==> src/rtl/tsb_pkg.sv <==
`timescale 1ns / 1ps
package tsb_pkg;
  localparam int SB = 24;
  localparam int FB = 16;
  localparam logic [FB:0] ONE_Q = {1'b1, {FB{1'b0}}};
  localparam int QDEPTH = 4;

  typedef enum logic [1:0] {
    K_ZERO  = 2'd0,
    K_LOW   = 2'd1,
    K_HIGH  = 2'd2,
    K_BLEND = 2'd3
  } kind_t;

  // One classified item as it travels from the front part to the back part.
  typedef struct packed {
    kind_t                kind;
    logic signed [SB-1:0] low;
    logic signed [SB-1:0] high;
    logic [SB:0]          num;
    logic [SB:0]          den;
  } job_t;
endpackage

==> src/rtl/tsb_fifo.sv <==
`timescale 1ns / 1ps
module tsb_fifo import tsb_pkg::*; (
  input  logic clk,
  input  logic rst_n,
  input  logic push,
  input  job_t din,
  input  logic pop,
  output logic nonempty,
  output logic room,
  output job_t dout
);
  localparam int AW = $clog2(QDEPTH);
  job_t mem [QDEPTH];
  logic [AW-1:0] wp_r, rp_r;
  logic [AW:0] cnt_r;

  always_ff @(posedge clk) begin
    if (!rst_n) begin
      wp_r <= '0; rp_r <= '0; cnt_r <= '0;
    end else begin
      if (push) wp_r <= wp_r + 1'b1;
      if (pop) rp_r <= rp_r + 1'b1;
      cnt_r <= cnt_r + (AW+1)'(push) - (AW+1)'(pop);
    end
    if (push) mem[wp_r] <= din;
  end

  assign nonempty = cnt_r != '0;
  assign room     = cnt_r < (AW+1)'(QDEPTH - 2);
  assign dout     = mem[rp_r];
endmodule

==> config.mk <==
export PLATFORM = sky130hd
export DESIGN_NAME = tsb_fifo
export DESIGN_NICKNAME = d
export VERILOG_FILES = /design/src/rtl/tsb_pkg.sv /design/src/rtl/tsb_fifo.sv
export SDC_FILE = /design/constraint.sdc
export NUM_CORES = 1
export LEC_CHECK = 0
export CORE_ASPECT_RATIO = 1.75
export CORE_UTILIZATION = 51
export DETAILED_ROUTE_END_ITERATION = 8
export DONT_BUFFER_PORTS = 1
export PLACE_DENSITY = 0.64
export SLEW_MARGIN = 15
export SYNTH_ARGS = -nofsm -noshare
export SYNTH_HDL_FRONTEND = slang
export SYNTH_SLANG_ARGS = --single-unit
export TNS_END_PERCENT = 1
==> constraint.sdc <==
create_clock -name clk -period 4.84 [get_ports clk]
set_clock_uncertainty 0.15 [all_clocks]
set_input_delay 1.452 -clock clk [delete_from_list [all_inputs] [get_ports clk]]
set_output_delay 1.452 -clock clk [all_outputs]
set_load 0.02 [all_outputs]
==> impl_metrics.py <==
metrics = {
    "global_routing": {
        "antenna_found_initial": 0,
        "grt_usage": 0.177,
        "grt_max_degree": 60,
        "grt_pass1_wl_mm": 39.1,
        "gr-total-overflow": 0,
        "grt_pass1_vias": 6376,
    },
    "job": {
        "max-cap-violations": 0,
    },
    "synthesis": {
        "synth-compound-area-share": 0.00100,
        "synth.area.top_cells": "edfxtp_1 80%, mux4_2 15%, buf_12 1.3%, dfxtp_1 1.2%, ha_1 0.59%",
        "synth_xor_area_frac": 0.00176,
        "synth_top_area_cell": "edfxtp_1",
        "synth_top_family_by_area": "multiplexers",
        "avgSynthCellArea_um2": 26.4,
        "synthArstFlopShare": 0,
        "yosysMostFrequentCell": "edfxtp_1",
        "syn_area_mm2": 0.0150,
        "postSynthCellCount": 566,
        "synth.distinct_cells": 18,
        "synth-seq-cells": 409,
        "synthAdderAreaFrac": 0.00719,
        "synth-main-ff-cell": "edfxtp_1",
        "synth_common_cells": "400 x edfxtp_1, 100 x mux4_2, 10 x buf_12, 10 x buf_2, 9 x dfxtp_1",
        "synthSimpleGateAreaFrac": 0.00443,
        "synth-seq-area-share": 0.815,
        "yosysWarnings": 0,
        "synth-edff-count": 400,
        "synth_top_area_share": 0.803,
        "synth.area.mux_share": 0.151,
        "syn-num-nets": 678,
    },
    "routing": {
        "firstDrtPassIters": 4,
        "drcViolationCount": 0,
        "routedWlPerCell_um": 25.8,
        "ant_nets": 0,
        "drtIter0Drc": 400,
        "viasPerCell": 5.81,
        "totalWireLength_mm": 25.6,
        "vias": 5778,
    },
    "floorplanning": {
        "dieHeight_um": 229,
        "dieArea_mm2": 0.0301,
        "core_area_mm2": 0.0287,
        "start_util": 0.521,
        "rows": 82,
        "io_pins": 206,
        "die_x_um": 131,
    },
    "clocking": {
        "cts_tree": "yes",
        "ctsResizeCount": 0,
        "numCtsBuffers": 36,
        "post_cts_buffers": 0,
        "cts_root_buf": "clkbuf_16",
        "cts_num_sinks": 409,
        "cts_max_level": 2,
        "clk_pin_slew_worst_paths_ps": 60,
        "cts_max_path_buffers": 3,
        "clock_latency_ps": 520,
        "hold_buffers": 0,
    },
    "place": {
        "gp_congestion": 0.760,
        "place_area_mm2": 0.0153,
        "dp.cells": 930,
        "dp_hpwl_mm": 15.7,
        "numPortBuffers": 0,
    },
    "status": {
        "outcome": "complete, no violations",
    },
    "hold_path": {
        "min_path_type": "reg2reg",
    },
    "timing": {
        "final.period_utilization": 0.820,
        "slew_headroom": 0.372,
        "timing.fmax_mhz": 252,
        "setup_tns_ps": 0,
        "hold_viol_final": 0,
        "slew_violations": 0,
        "fin_crit_ps": 3970,
        "rsz0062_at_grt": "false",
        "tightest_slew_ps": 943,
        "setup_violations": 0,
    },
    "setup_path": {
        "worstPathRequired_ps": 3240,
        "crit_path_start_kind": "register",
        "end_kind": "primary output",
        "crit_fanout": 51,
        "crit_type": "reg2out",
        "cp.arrival_ps": 2360,
    },
    "power_and_ir_drop": {
        "power_w": 0.00766,
        "cellPowerDensity_mw_per_mm2": 463,
        "p_leak_nw": 5.08,
        "irDropWorstVdd_mv": 0.337,
    },
    "final_layout": {
        "synthToLayoutAreaGrowth_pct": 10.4,
        "nets": 702,
        "final_cells": 994,
        "drive_above_1_share": 0.268,
        "num_antenna_cells": 0,
        "fin_area_mm2": 0.0165,
    },
}
[cells by family (layout without fill, tap and decap cells)]
group | count (synthesis) | in the layout
compound gates | 2 | 2
xor+xnor | 3 | 3
fa+ha+maj | 8 | 8
buf+inv | 30 | 80
flops | 409 | 409
mux | 101 | 101
simple gates | 13 | 13
[final timing paths]
path / start / endpoint / slack, ps / depth (start not counted)
hold reg to reg: rp_r[1]$_SDFFE_PN0P_ / register / 380 / 2
setup reg to reg: wp_r[0]$_SDFFE_PN0P_ / mem[2][15]$_DFFE_PP_ / 2480 / 4
hold / removal: rp_r[1]$_SDFFE_PN0P_ / register / 380 / 2
setup / recovery: register / dout[68] / 870 / 2
[worst max-delay path, stage by stage, from the launching register on]
cell and delay (ps):
dfxtp_4 660, buf_12 380, mux4_2 670
[registers in the layout, indices dropped and copies added (netlist names), named ones only]
| name | flops |
|---|---|
| rp_r | 2 |
| wp_r | 2 |
| cnt_r | 3 |
| mem | 400 |
[placed cells by master, fill, tap and decap left out]
cell | netlist | layout
xnor2_1 | 3 | 3
edfxtp_1 | 400 | 400
clkinv_1 | 0 | 6
mux2i_1 | 1 | 1
inv_1 | 8 | 8
a21oi_1 | 1 | 1
and2_4 | 0 | 4
clkinvlp_4 | 0 | 1
buf_12 | 10 | 6
inv_6 | 0 | 1
buf_4 | 0 | 2
dfxtp_1 | 9 | 7
nand3_1 | 1 | 1
fa_1 | 1 | 1
and2_1 | 5 | 1
clkinv_2 | 0 | 3
clkbuf_16 | 0 | 37
clkbuf_8 | 0 | 2
nand3b_1 | 1 | 1
mux4_2 | 100 | 100
dfxtp_4 | 0 | 2
bufinv_16 | 0 | 5
a21bo_2 | 1 | 1
clkinv_4 | 0 | 1
ha_1 | 7 | 7
clkbuf_1 | 0 | 8
nor2_1 | 6 | 6
[layer usage]
metal	vias up	GRT usage	wire (µm)
met4	0	0.0680	787
met3	51	0.0597	1880
met1	3086	0.191	8990
met5	-	0	0
li1	2463	-	-
met2	178	0.318	14000
[per-stage QoR]
| stage | worst slack, ps | hold slack (ps) | util |
|---|---|---|---|
| floorplan | 459 | 349 | - |
| finish | 873 | 383 | 0.575 |
| global route | 695 | 439 | 0.575 |
| global placement | 1370 | 353 | 0.533 |
| CTS | 778 | 387 | 0.575 |
| detailed placement | 1350 | 377 | 0.533 |
[where the power goes]
part | switching, W | internal, W | total, W
registers | 0.0000635 | 0.00407 | 0.00414
logic | 0.000410 | 0.000233 | 0.000643
clock network | 0.00117 | 0.00170 | 0.00288
[area by class of cell]
cell class,count,area [µm²]
fill,2049,12200
sequential,409,12200
multi-input combinational,127,2490
clock buffer,47,983
tap,378,473
clock inverter,17,213
timing repair buffer,8,135
inverter,8,30.0
(Power assumes the default switching activity.)
