`src/rtl/tsb_pkg.sv`:
```
`timescale 1ns / 1ps
package tsb_pkg;
  localparam int SB = 24;
  localparam int FB = 16;
  localparam logic [FB:0] ONE_Q = {1'b1, {FB{1'b0}}};
  localparam int QDEPTH = 4;

  typedef enum logic [1:0] {
    K_ZERO  = 2'd0,
    K_LOW   = 2'd1,
    K_HIGH  = 2'd2,
    K_BLEND = 2'd3
  } kind_t;

  // One classified item as it travels from the front part to the back part.
  typedef struct packed {
    kind_t                kind;
    logic signed [SB-1:0] low;
    logic signed [SB-1:0] high;
    logic [SB:0]          num;
    logic [SB:0]          den;
  } job_t;
endpackage

```
`src/rtl/tsb_front.sv`:
```
`timescale 1ns / 1ps
module tsb_front import tsb_pkg::*; (
  input  logic                 clk,
  input  logic                 rst_n,
  input  logic                 take,
  input  logic signed [SB-1:0] threshold,
  input  logic [SB-2:0]        falloff,
  input  logic signed [SB-1:0] ctrl,
  input  logic signed [SB-1:0] low,
  input  logic signed [SB-1:0] high,
  input  logic                 present,
  output logic                 job_vld,
  output job_t                 job
);
  logic signed [SB+1:0] lower, upper, c;
  job_t job_nxt, job_r;
  logic vld_r;

  always_comb begin
    c     = {{2{ctrl[SB-1]}}, ctrl};
    lower = {{2{threshold[SB-1]}}, threshold} - {3'b000, falloff};
    upper = {{2{threshold[SB-1]}}, threshold} + {3'b000, falloff};
    job_nxt.low  = low;
    job_nxt.high = high;
    job_nxt.num  = (SB+1)'(c - lower);
    job_nxt.den  = {1'b0, falloff, 1'b0};
    if (!present) job_nxt.kind = K_ZERO;
    else if (falloff != '0) begin
      if (c < lower) job_nxt.kind = K_LOW;
      else if (c > upper) job_nxt.kind = K_HIGH;
      else job_nxt.kind = K_BLEND;
    end else job_nxt.kind = (ctrl >= threshold) ? K_HIGH : K_LOW;
  end

  always_ff @(posedge clk) begin
    if (!rst_n) vld_r <= 1'b0;
    else vld_r <= take;
    job_r <= job_nxt;
  end

  assign job_vld = vld_r;
  assign job     = job_r;
endmodule

```
`config.mk`:
```
export PLATFORM = sky130hd
export DESIGN_NAME = tsb_front
export DESIGN_NICKNAME = d
export VERILOG_FILES = /design/src/rtl/tsb_pkg.sv /design/src/rtl/tsb_front.sv
export SDC_FILE = /design/constraint.sdc
export NUM_CORES = 1
export LEC_CHECK = 0
export ABC_AREA = 1
export BUFFER_PORTS_ARGS = -buffer_cell sky130_fd_sc_hd__buf_2
export CAP_MARGIN = 20
export CORE_UTILIZATION = 35
export CTS_CLUSTER_SIZE = 12
export DETAILED_ROUTE_END_ITERATION = 12
export HOLD_SLACK_MARGIN = 0.03
export PLACE_DENSITY = 0.62
export SLEW_MARGIN = 15
export SYNTH_ARGS = -nofsm -noshare
export SYNTH_HDL_FRONTEND = slang
export SYNTH_SLANG_ARGS = --single-unit
```
`constraint.sdc`:
```
create_clock -name clk -period 3.9 [get_ports clk]
set_input_delay 0.39 -clock clk [delete_from_list [all_inputs] [get_ports clk]]
set_output_delay 0.39 -clock clk [all_outputs]
set_load 0.05 [all_outputs]
```
==> results of run 1 <==
## logic make-up (layout without fill, tap and decap cells)
| kind of cell | after synthesis | after routing | synth area share [%] |
|---|---|---|---|
| xor gates and xnor gates | 64 | 64 | 7.40 |
| adders and majority gates | 123 | 123 | 20.6 |
| DFF | 99 | 99 | 26.2 |
| and+or+nand+nor | 404 | 404 | 22.0 |
| other | 1 | 3 | 0.0495 |
| buffers and inverters | 179 | 403 | 9.29 |
| AOI/OAI and AO/OA | 185 | 185 | 14.4 |
## through the flow
stage	cell area, um2	setup WS, ps	hold WS (ps)	utilization, %	power, W
6_report	9260	643	130	43.9	0.00434
5_1_grt	9260	378	114	43.9	0.00464
4_1_cts	9260	687	116	43.9	0.00439
3_5_place_dp	8960	303	494	42.5	0.00345
3_3_place_gp	8960	337	492	42.5	0.00345
2_1_floorplan	7580	821	418	-	0.00286
## area by class of cell
type                       count  area [um2]
antenna                        1        2.50
clock buffer                  10         239
clock inverter                 6        55.1
fill                        2246       11800
inverter                     162         608
multi-input combinational    778        4890
sequential                    99        1980
tap                          275         344
timing repair buffer         225        1140
## flip-flops by register name, summed over array words and instances, names as in the netlist
| signal | count |
|---|---|
| job | 98 |
| job_vld | 1 |
## layout by cell type, fill, tap and decap left out, drive strengths merged, types with 3 or more instances in the layout
master / netlist / final
a211oi: 3 / 3
a21o: 9 / 9
a21oi: 99 / 99
a31oi: 7 / 7
buf: 13 / 225
clkbuf: 4 / 10
clkinv: 1 / 4
dfxtp: 99 / 99
fa: 3 / 3
ha: 120 / 120
inv: 161 / 164
nand2: 216 / 216
nand3: 42 / 42
nand4: 18 / 18
nor2: 108 / 108
nor3: 10 / 10
nor4: 8 / 8
o21ai: 48 / 48
o21bai: 12 / 12
o31ai: 3 / 3
xnor2: 8 / 8
xor2: 56 / 56
## power breakdown
part / internal, W / switching, W / total (W)
Combinational: 0.000626 / 0.00159 / 0.00221
Clock: 0.000464 / 0.000445 / 0.000909
Sequential: 0.00118 / 0.0000385 / 0.00122
## path summary, 6_finish.rpt
| kind | slack (ps) | start | cells past startpoint | to |
|---|---|---|---|---|
| hold / removal | 130 | low[4] | 1 | job[78]$_DFF_P_ |
| setup / recovery | 640 | falloff[16] | 23 | job[98]$_SDFF_PN0_ |
## routing by layer
| layer | share of wire, % | up-vias |
|---|---|---|
| met5 | 0 | - |
| met1 | 43 | 3402 |
| met4 | 3.8 | 0 |
| met2 | 44 | 362 |
| li1 | - | 3862 |
| met3 | 8.8 | 49 |
==> key figures, run 1 <==
STA
  • Summed negative setup slack over all endpoints: 0 ps
  • Worst max-slew margin expressed relative to the limit: 67.1%
  • Number of failing setup endpoints in the final timing report: 0
  • Pin slew with the least headroom to its limit: 489 ps
  • Final period util: 83.5%
  • Unrepaired setup endpoints after global routing: false
  • Highest achievable clock rate: 307 MHz
  • Pins Over Slew Limit: 0
  • Number of hold violations in the final report: 0
  • Final worst path period need: 3260 ps

Synth
  • Cell with the most instances after synthesis: sky130_fd_sc_hd__nand2_1
  • Top area cells in the synthesized netlist: sky130_fd_sc_hd__dfxtp_1 (26%), sky130_fd_sc_hd__ha_1 (20%), sky130_fd_sc_hd__nand2_1 (10%)
  • Dominant cell type by area after synthesis: sky130_fd_sc_hd__dfxtp_1
  • #FFs+latches synth: 99
  • Synth top area share: 26.2%
  • Fraction of the yosys area taken by sequential cells: 26.2%
  • Mean instance size in the synthesized netlist: 7.18 um2
  • Post-synthesis async set-or-reset flop share: 0%
  • Cell area after technology mapping: 7570 um2
  • Most instantiated cells after synthesis: sky130_fd_sc_hd__nand2_1 (210), sky130_fd_sc_hd__inv_1 (158), sky130_fd_sc_hd__ha_1 (120)
  • Predominant post-synthesis flop cell: sky130_fd_sc_hd__dfxtp_1
  • Post-synth EDFFs: 0
  • Count of unique library cells instantiated by Yosys: 40
  • Count of mapped cells out of synthesis: 1055
  • Yosys warnings: 0

CTS
  • Library cell used as clock root buffer: sky130_fd_sc_hd__clkbuf_16
  • Hold buffers post-CTS: 0
  • Total of cells resized after clock tree synthesis: 0
  • Number of buffers inserted to repair setup after CTS: 0
  • CTS tree: built
  • Clock slew at reported path FFs: 90 ps
  • CTS H-tree depth: 3
  • Clock Path Buffers: 2
  • Clock tree sinks: 99
  • Clock buffers created by TritonCTS: 9

Critical path
  • Cell family contributing the most delay on the critical path: simple AND/OR/NAND/NOR gates
  • Cell repeated most along the worst path: sky130_fd_sc_hd__nand2_1
  • Startpoint kind of the worst setup timing path: primary input
  • Max FO, Critical Path: 8
  • Setup CP Type: primary input to flop
  • Worst path arrival time: 3520 ps
  • Critical path required time: 4170 ps
  • Worst path max stage delay: 470 ps
  • Cells along the critical path: buf_2 -> inv_1 -> ha_1 -> nand2_1 -> nor2_1 -> inv_1 -> nor2_1 -> nand4_1 -> nand4_1 -> xor2_1 -> ha_1 -> nand2_1 -> inv_1 -> nand2_1 -> nand2_1 -> nand2_1 -> nand3_1 -> a21oi_1 -> nand2_1 -> nand2_1 -> nand3_1 -> nor2_1 -> nor2_1
  • Capturing element type of the critical path: flop
  • CP max-delay cell: sky130_fd_sc_hd__ha_1
  • Sum of buffers and inverters on the critical path: 4

Global routing
  • Fraction of met3 tracks used by global routing: 4.95%
  • Most used routing layer: met2
  • Vias in the first global route: 7366
  • GR Layer Usage met2: 37.1%
  • Number of antenna violations at the first check in global routing: 0
  • Met1 GRT Util: 26.8%
  • Global-route total usage across every layer: 22.0%
  • Maximum number of pins on one net before global-route repair: 19
  • Wire length of the first global-routing pass: 37.2 mm
  • Aggregate global routing overflow: 0

Pwr
  • Static leakage: 5.01 nW
  • Cell Pwr Density: 469 nW/um2
  • Worst vdd rail ir drop: 0.000205 V

Floorplanning
  • Die span in x: 149 um
  • Initial standard-cell utilization of the core: 35.9%
  • Standard-cell rows: 53
  • Die outline height: 149 um
  • Die footprint: 22200 um2
  • Core Footprint: 21100 um2
  • Number of top-level design ports: 224

Drt
  • 1st-iter DRT viols: 435
  • Average routed wire per standard cell: 15.8 um
  • DR DRC count: 0
  • Number of nets with antenna violations after routing: 0
  • Via total after detailed routing: 7675
  • First-pass iteration count of the detailed router: 5
  • Avg Vias per Cell: 4.93
  • Total Routed Length: 24.5 mm

Flow run
  • Reported max-cap violation count: 0

Final layout
  • Number of standard cells in the layout, taps in and fillers out: 1556
  • Layout cell share with drive strength beyond 1: 20.5%
  • Number of nets in the final layout: 1521
  • Growth of design area from synthesis to finish: 22.3%

Hold path
  • Class of the worst hold path: primary input to flop

Placed design
  • Weighted congestion reported at the end of routability-driven placement: 0.984
  • Port Buf Inserts: 221
  • Dpl hpwl: 21.2 mm
  • Placed Cells: 1539

Status
  • Outcome: finished clean
Note: power is estimated with default switching activity, not from simulation.
==> inputs of run 2 (changes only) <==
- ABC_AREA: 1 -> 0
- PLACE_DENSITY: 0.62 -> 0.65
- clock period: 3.9 -> 2.7 ns (I/O delays scaled with it)
==> key figures, run 2 <==
Drt
  • Average routed wire per standard cell: 15.0 um (-5.0%)
  • Via total after detailed routing: 7398 (-3.6%)
  • First-pass iteration count of the detailed router: 5 (unchanged)
  • Number of nets with antenna violations after routing: 0 (unchanged)
  • Total Routed Length: 23.3 mm (-5.1%)
  • 1st-iter DRT viols: 435 (unchanged)
  • Avg Vias per Cell: 4.76 (-3.5%)
  • DR DRC count: 0 (unchanged)

Synth
  • Dominant cell type by area after synthesis: sky130_fd_sc_hd__dfxtp_1
  • Synth top area share: 28.9% (+2.7 points)
  • Fraction of the yosys area taken by sequential cells: 28.9% (+2.7 points)
  • Count of unique library cells instantiated by Yosys: 65 (+63%)
  • Cell area after technology mapping: 6860 um2 (-9.4%)
  • #FFs+latches synth: 99 (unchanged)
  • Predominant post-synthesis flop cell: sky130_fd_sc_hd__dfxtp_1
  • Post-synth EDFFs: 0 (unchanged)
  • Most instantiated cells after synthesis: sky130_fd_sc_hd__ha_1 (120), sky130_fd_sc_hd__dfxtp_1 (99), sky130_fd_sc_hd__inv_1 (78)
  • Post-synthesis async set-or-reset flop share: 0% (unchanged)
  • Yosys warnings: 0 (unchanged)
  • Mean instance size in the synthesized netlist: 8.72 um2 (+22%)
  • Top area cells in the synthesized netlist: sky130_fd_sc_hd__dfxtp_1 (29%), sky130_fd_sc_hd__ha_1 (22%), sky130_fd_sc_hd__xnor2_1 (6.0%)
  • Cell with the most instances after synthesis: sky130_fd_sc_hd__ha_1
  • Count of mapped cells out of synthesis: 787 (-25%)

STA
  • Pin slew with the least headroom to its limit: 510 ps (+21.1 ps)
  • Unrepaired setup endpoints after global routing: true
  • Final hold slack: 49.2 ps (-81.1 ps)
  • Final period util: 150%
  • Worst max-slew margin expressed relative to the limit: 65.7% (-1.4 points)
  • Number of failing setup endpoints in the final timing report: 18 (+18)
  • Highest achievable clock rate: 246 MHz
  • Final worst path period need: 4060 ps
  • Number of hold violations in the final report: 0 (unchanged)
  • Min setup slack post-route: -1360 ps (-2000 ps)
  • Summed negative setup slack over all endpoints: -15500 ps (-15500 ps)
  • Pins Over Slew Limit: 0 (unchanged)

Placed design
  • Post-detailed-placement cell area: 10100 um2 (+13%)
  • Weighted congestion reported at the end of routability-driven placement: 0.887 (-9.9%)
  • Dpl hpwl: 18.5 mm (-13%)
  • Placed Cells: 1480 (-3.8%)
  • Port Buf Inserts: 221 (unchanged)

Pwr
  • Static leakage: 5.80 nW (+16%)
  • Worst vdd rail ir drop: 0.000345 V (+68%)
  • Cell Pwr Density: 630 nW/um2 (+34%)
  • Total design power: 0.00711 W (+64%)

Global routing
  • Number of antenna violations at the first check in global routing: 3 (+3)
  • Aggregate global routing overflow: 0 (unchanged)
  • Vias in the first global route: 7293 (-0.99%)
  • Global-route total usage across every layer: 22.7% (+0.74 points)
  • Wire length of the first global-routing pass: 35.7 mm (-3.9%)
  • Maximum number of pins on one net before global-route repair: 23 (+4)

Floorplanning
  • Initial standard-cell utilization of the core: 36.2% (+0.30 points)
  • Die span in x: 142 um (-4.7%)
  • Core Footprint: 19000 um2 (-10%)
  • Die outline height: 142 um (-4.7%)
  • Standard-cell rows: 50 (-5.7%)
  • Die footprint: 20200 um2 (-9.2%)
  • Number of top-level design ports: 224 (unchanged)

Flow run
  • Reported max-cap violation count: 0 (unchanged)

Final layout
  • Growth of design area from synthesis to finish: 64.3%
  • Layout cell share with drive strength beyond 1: 42.8% (+22 points)
  • Number of standard cells in the layout, taps in and fillers out: 1555 (-0.064%)
  • Number of nets in the final layout: 1534 (+0.85%)
  • Commonest cells after routing, fill and taps aside: sky130_fd_sc_hd__buf_4 (232), sky130_fd_sc_hd__buf_2 (217), sky130_fd_sc_hd__ha_1 (113)
  • Design area: 11300 um2 (+22%)
  • Most common cell after layout, fill and taps aside: sky130_fd_sc_hd__buf_4
  • Number of flip-flops in the largest register: 98 (unchanged)

Hold path
  • Class of the worst hold path: primary input to flop
  • WHS Path Cells: 1 (unchanged)

CTS
  • CTS tree: built
  • Library cell used as clock root buffer: sky130_fd_sc_hd__clkbuf_16
  • Clock Path Buffers: 2 (unchanged)
  • Clock tree sinks: 99 (unchanged)
  • Clock buffers created by TritonCTS: 9 (unchanged)
  • CTS H-tree depth: 3 (unchanged)
  • Clock slew at reported path FFs: 80 ps (about the same)

Status
  • Outcome: complete, but fails checks
  • Violations in the final reports: negative setup slack

Critical path
  • Setup CP Type: primary input to flop
  • Critical path required time: 2950 ps (-1220 ps)
  • Worst path arrival time: 4310 ps (+790 ps)
  • Startpoint kind of the worst setup timing path: primary input
  • Max FO, Critical Path: 3 (-5)
  • Capturing element type of the critical path: flop
run 2: cell types whose count changed after synthesis, sizes merged, moves of 10 or more:
cell,before,now
a21o,9,40
a21oi,99,68
inv,161,78
nand2,216,23
nand3,42,14
nor2,108,60
nor2b,0,12
o21ai,48,38
xnor2,8,47
xor2,56,12
run 2: layer usage:
metal | global-route usage (%) | vias up | routed length (um)
li1 | - | 3801 | -
met1 | 28.8 | 3321 | 10600
met2 | 39.3 | 243 | 11000
met3 | 3.33 | 31 | 1230
met4 | 7.75 | 2 | 437
met5 | 0 | - | 13
run 2: cells by family after synthesis:
logic type,synth area share [%]
xor gates and xnor gates,7.53
AOI/OAI and AO/OA,22.5
adders and majority gates,22.7
and+or+nand+nor,12.4
other,0.0546
buffers and inverters,5.83
DFF,28.9
run 2: path summary, 6_finish.rpt:
path	startpoint	slack, ps	endpoint
worst min-delay path	high[10]	50	job[60]$_DFF_P_
worst max-delay path	falloff[6]	-1360	job[48]$_DFF_P_
run 2: final cells by class:
class / count / area (um2)
clock inverters: 7 / 96.3
diodes: 2 / 5.00
fillers: 1646 / 7680
inverters: 79 / 317
well taps: 260 / 325
flip-flops and latches: 99 / 1980
clock buffers: 9 / 225
multi-input cells: 587 / 4840
repair buffers: 512 / 3490
run 2: per-stage QoR:
step	worst slack, ps	util [%]
after floorplan	-1250	-
after global placement	-1690	53.4
after detailed placement	-1760	53.4
after CTS	-1340	58.2
after global routing	-1480	59.5
final	-1360	59.5
run 2: worst max-delay path, stage by stage:
cell and delay [ps]:
sky130_fd_sc_hd__buf_8 100, sky130_fd_sc_hd__inv_6 50, sky130_fd_sc_hd__ha_4 190, sky130_fd_sc_hd__a21o_1 180
sky130_fd_sc_hd__or3_4 370, sky130_fd_sc_hd__o221a_4 260, sky130_fd_sc_hd__a2111oi_4 310, sky130_fd_sc_hd__nor3_2 100
sky130_fd_sc_hd__a21o_1 220, sky130_fd_sc_hd__a21o_4 220, sky130_fd_sc_hd__a2111oi_4 360, sky130_fd_sc_hd__nor3_2 90
sky130_fd_sc_hd__ha_2 370, sky130_fd_sc_hd__buf_6 110, sky130_fd_sc_hd__nand2_4 50, sky130_fd_sc_hd__or4_4 550
sky130_fd_sc_hd__o22ai_4 190, sky130_fd_sc_hd__o21a_1 150, sky130_fd_sc_hd__nor2_2 40, sky130_fd_sc_hd__xnor2_1 120
run 2: timing repair:
item | CTS | global route
buffers inserted | 5 | 10
endpoints found under the hold margin | 47 | 0
endpoints found under the setup margin | 19 | 20
hold buffers | 47 | 0
pin swaps | 44 | 41
gates cloned | 0 | 0
gates resized for setup | 34 | 38
run 2: power breakdown:
part	internal (W)	total [W]	switching [W]
Sequential	0.00170	0.00176	0.0000575
Clock	0.000680	0.00141	0.000726
Combinational	0.00167	0.00394	0.00227
Total	0.00405	0.00711	0.00305
==> inputs of run 3 (changes only) <==
- REMOVE_ABC_BUFFERS: default -> 1
==> key figures, run 3 (synthesis results as in run 2) <==
Critical path
  • Cells along the critical path: buf_6 -> inv_4 -> ha_4 -> nor2b_4 -> o31a_1 -> o221a_4 -> a2111oi_4 -> nor3_4 -> a21o_1 -> a21o_4 -> a2111oi_4 -> nor3_2 -> ha_1 -> a21o_1 -> a21o_1 -> o41ai_2 -> o21bai_1 -> a221o_1 -> xor2_1
  • Worst path arrival time: 4240 ps (-70 ps)
  • CP max-delay cell: sky130_fd_sc_hd__a2111oi_4
  • Sum of buffers and inverters on the critical path: 2 (-1)
  • Cell repeated most along the worst path: sky130_fd_sc_hd__a21o_1
  • Cell family contributing the most delay on the critical path: compound AO/OA/AOI/OAI gates
  • Startpoint kind of the worst setup timing path: primary input
  • Capturing element type of the critical path: flop
  • Max FO, Critical Path: 3 (unchanged)
  • Setup CP Type: primary input to flop
  • Worst path max stage delay: 350 ps (-200 ps)
  • Critical path required time: 2950 ps (about the same)

Drt
  • Highest routed layer: met4
  • Average routed wire per standard cell: 15.3 um (+2.2%)
  • Total Routed Length: 23.9 mm (+2.9%)
  • Via total after detailed routing: 7567 (+2.3%)
  • Avg Vias per Cell: 4.83 (+1.5%)
  • Number of nets with antenna violations after routing: 0 (unchanged)
  • 1st-iter DRT viols: 464 (+6.7%)
  • Routed wl met3: 1.27 mm (+2.7%)
  • Met2 WL post-DR: 11.1 mm (+1.5%)
  • Routed metal-1 wirelength: 10.8 mm (+2.0%)
  • First-pass iteration count of the detailed router: 5 (unchanged)
  • DR DRC count: 0 (unchanged)

CTS
  • Clock buffers created by TritonCTS: 9 (unchanged)
  • Library cell used as clock root buffer: sky130_fd_sc_hd__clkbuf_16
  • Clock slew at reported path FFs: 80 ps (about the same)
  • CTS H-tree depth: 3 (unchanged)
  • Clock Path Buffers: 2 (unchanged)
  • CTS tree: built
  • Clock tree sinks: 99 (unchanged)

Global routing
  • Number of antenna violations at the first check in global routing: 2 (-1)
  • Maximum number of pins on one net before global-route repair: 19 (-17%)
  • Wire length of the first global-routing pass: 37.1 mm (+3.9%)
  • Global-route total usage across every layer: 23.6% (+0.88 points)
  • Aggregate global routing overflow: 0 (unchanged)
  • Vias in the first global route: 7515 (+3.0%)

Placed design
  • Port Buf Inserts: 221 (unchanged)
  • Weighted congestion reported at the end of routability-driven placement: 0.902 (+1.7%)
  • Placed Cells: 1480 (unchanged)
  • Dpl hpwl: 18.7 mm (+0.82%)

Floorplanning
  • Die footprint: 20200 um2 (unchanged)
  • Core Footprint: 19000 um2 (unchanged)
  • Die outline height: 142 um (unchanged)
  • Standard-cell rows: 50 (unchanged)
  • Number of top-level design ports: 224 (unchanged)
  • Die span in x: 142 um (unchanged)
  • Initial standard-cell utilization of the core: 36.2% (unchanged)

STA
  • Pins Over Slew Limit: 0 (unchanged)
  • Highest achievable clock rate: 251 MHz (+1.9%)
  • Min setup slack post-route: -1290 ps (+74.9 ps)
  • Summed negative setup slack over all endpoints: -14280 ps (+1220 ps)
  • Number of failing setup endpoints in the final timing report: 18 (unchanged)
  • Final worst path period need: 3990 ps (-74.9 ps)
  • Final period util: 148% (-2.8 points)
  • Final hold slack: 117 ps (+68.0 ps)
  • Number of hold violations in the final report: 0 (unchanged)
  • Unrepaired setup endpoints after global routing: true

Final layout
  • Number of nets in the final layout: 1545 (+0.72%)
  • Growth of design area from synthesis to finish: 67.6%
  • Number of flip-flops in the largest register: 98 (unchanged)
  • Commonest cells after routing, fill and taps aside: sky130_fd_sc_hd__buf_4 (233), sky130_fd_sc_hd__buf_2 (215), sky130_fd_sc_hd__ha_1 (112)
  • Most common cell after layout, fill and taps aside: sky130_fd_sc_hd__buf_4
  • Layout cell share with drive strength beyond 1: 44.5% (+1.7 points)
  • Number of standard cells in the layout, taps in and fillers out: 1567 (+0.77%)

Pwr
  • Total design power: 0.00726 W (+2.2%)
  • Static leakage: 5.90 nW (+1.7%)
  • Worst vdd rail ir drop: 0.000327 V (-5.3%)
  • Cell Pwr Density: 631 nW/um2 (+0.16%)

Status
  • Violations in the final reports: negative setup slack
  • Outcome: complete, but fails checks

Flow run
  • Reported max-cap violation count: 0 (unchanged)

Hold path
  • Class of the worst hold path: primary input to flop
[run 3: layout make-up]
type	count	area [um2]
flip-flops and latches	99	1980
well taps	260	325
diodes	3	7.51
clock buffers	10	239
fillers	1623	7450
repair buffers	523	3610
multi-input cells	587	4960
clock inverters	6	77.6
inverters	79	302
[run 3: stage by stage]
stage | utilization, % | setup WS [ps] | cell area, um2
after CTS | 59.0 | -1240 | 11200
after global routing | 60.7 | -1410 | 11500
after floorplan | - | -1520 | 6760
final | 60.7 | -1290 | 11500
after detailed placement | 52.5 | -2010 | 9950
after global placement | 52.5 | -1910 | 9950
[run 3: repair_timing]
item / 4_1_cts / 5_1_grt
setup endpoints to repair: 20 / 20
hold endpoints to repair: 48 / 0
resized for setup: 84 / 62
pin swaps: 66 / 42
hold buffers: 48 / 0
setup buffers: 18 / 12
[run 3: path summary, 6_finish.rpt]
check                  startpoint         endpoint  depth (start not counted)
worst min-delay path  falloff[15]  job[16]$_DFF_P_                          2
worst max-delay path   falloff[1]  job[49]$_DFF_P_                         19
[run 3: per-layer routing]
metal / up-vias / global-route usage, %
li1: 3832 / -
met5: - / 0
met3: 46 / 3.77
met4: 0 / 9.39
met1: 3436 / 29.9
met2: 253 / 40.0
[run 3: power breakdown]
group	internal, W	switching (W)
Combinational	0.00175	0.00234
Sequential	0.00171	0.0000551
Clock	0.000763	0.000648
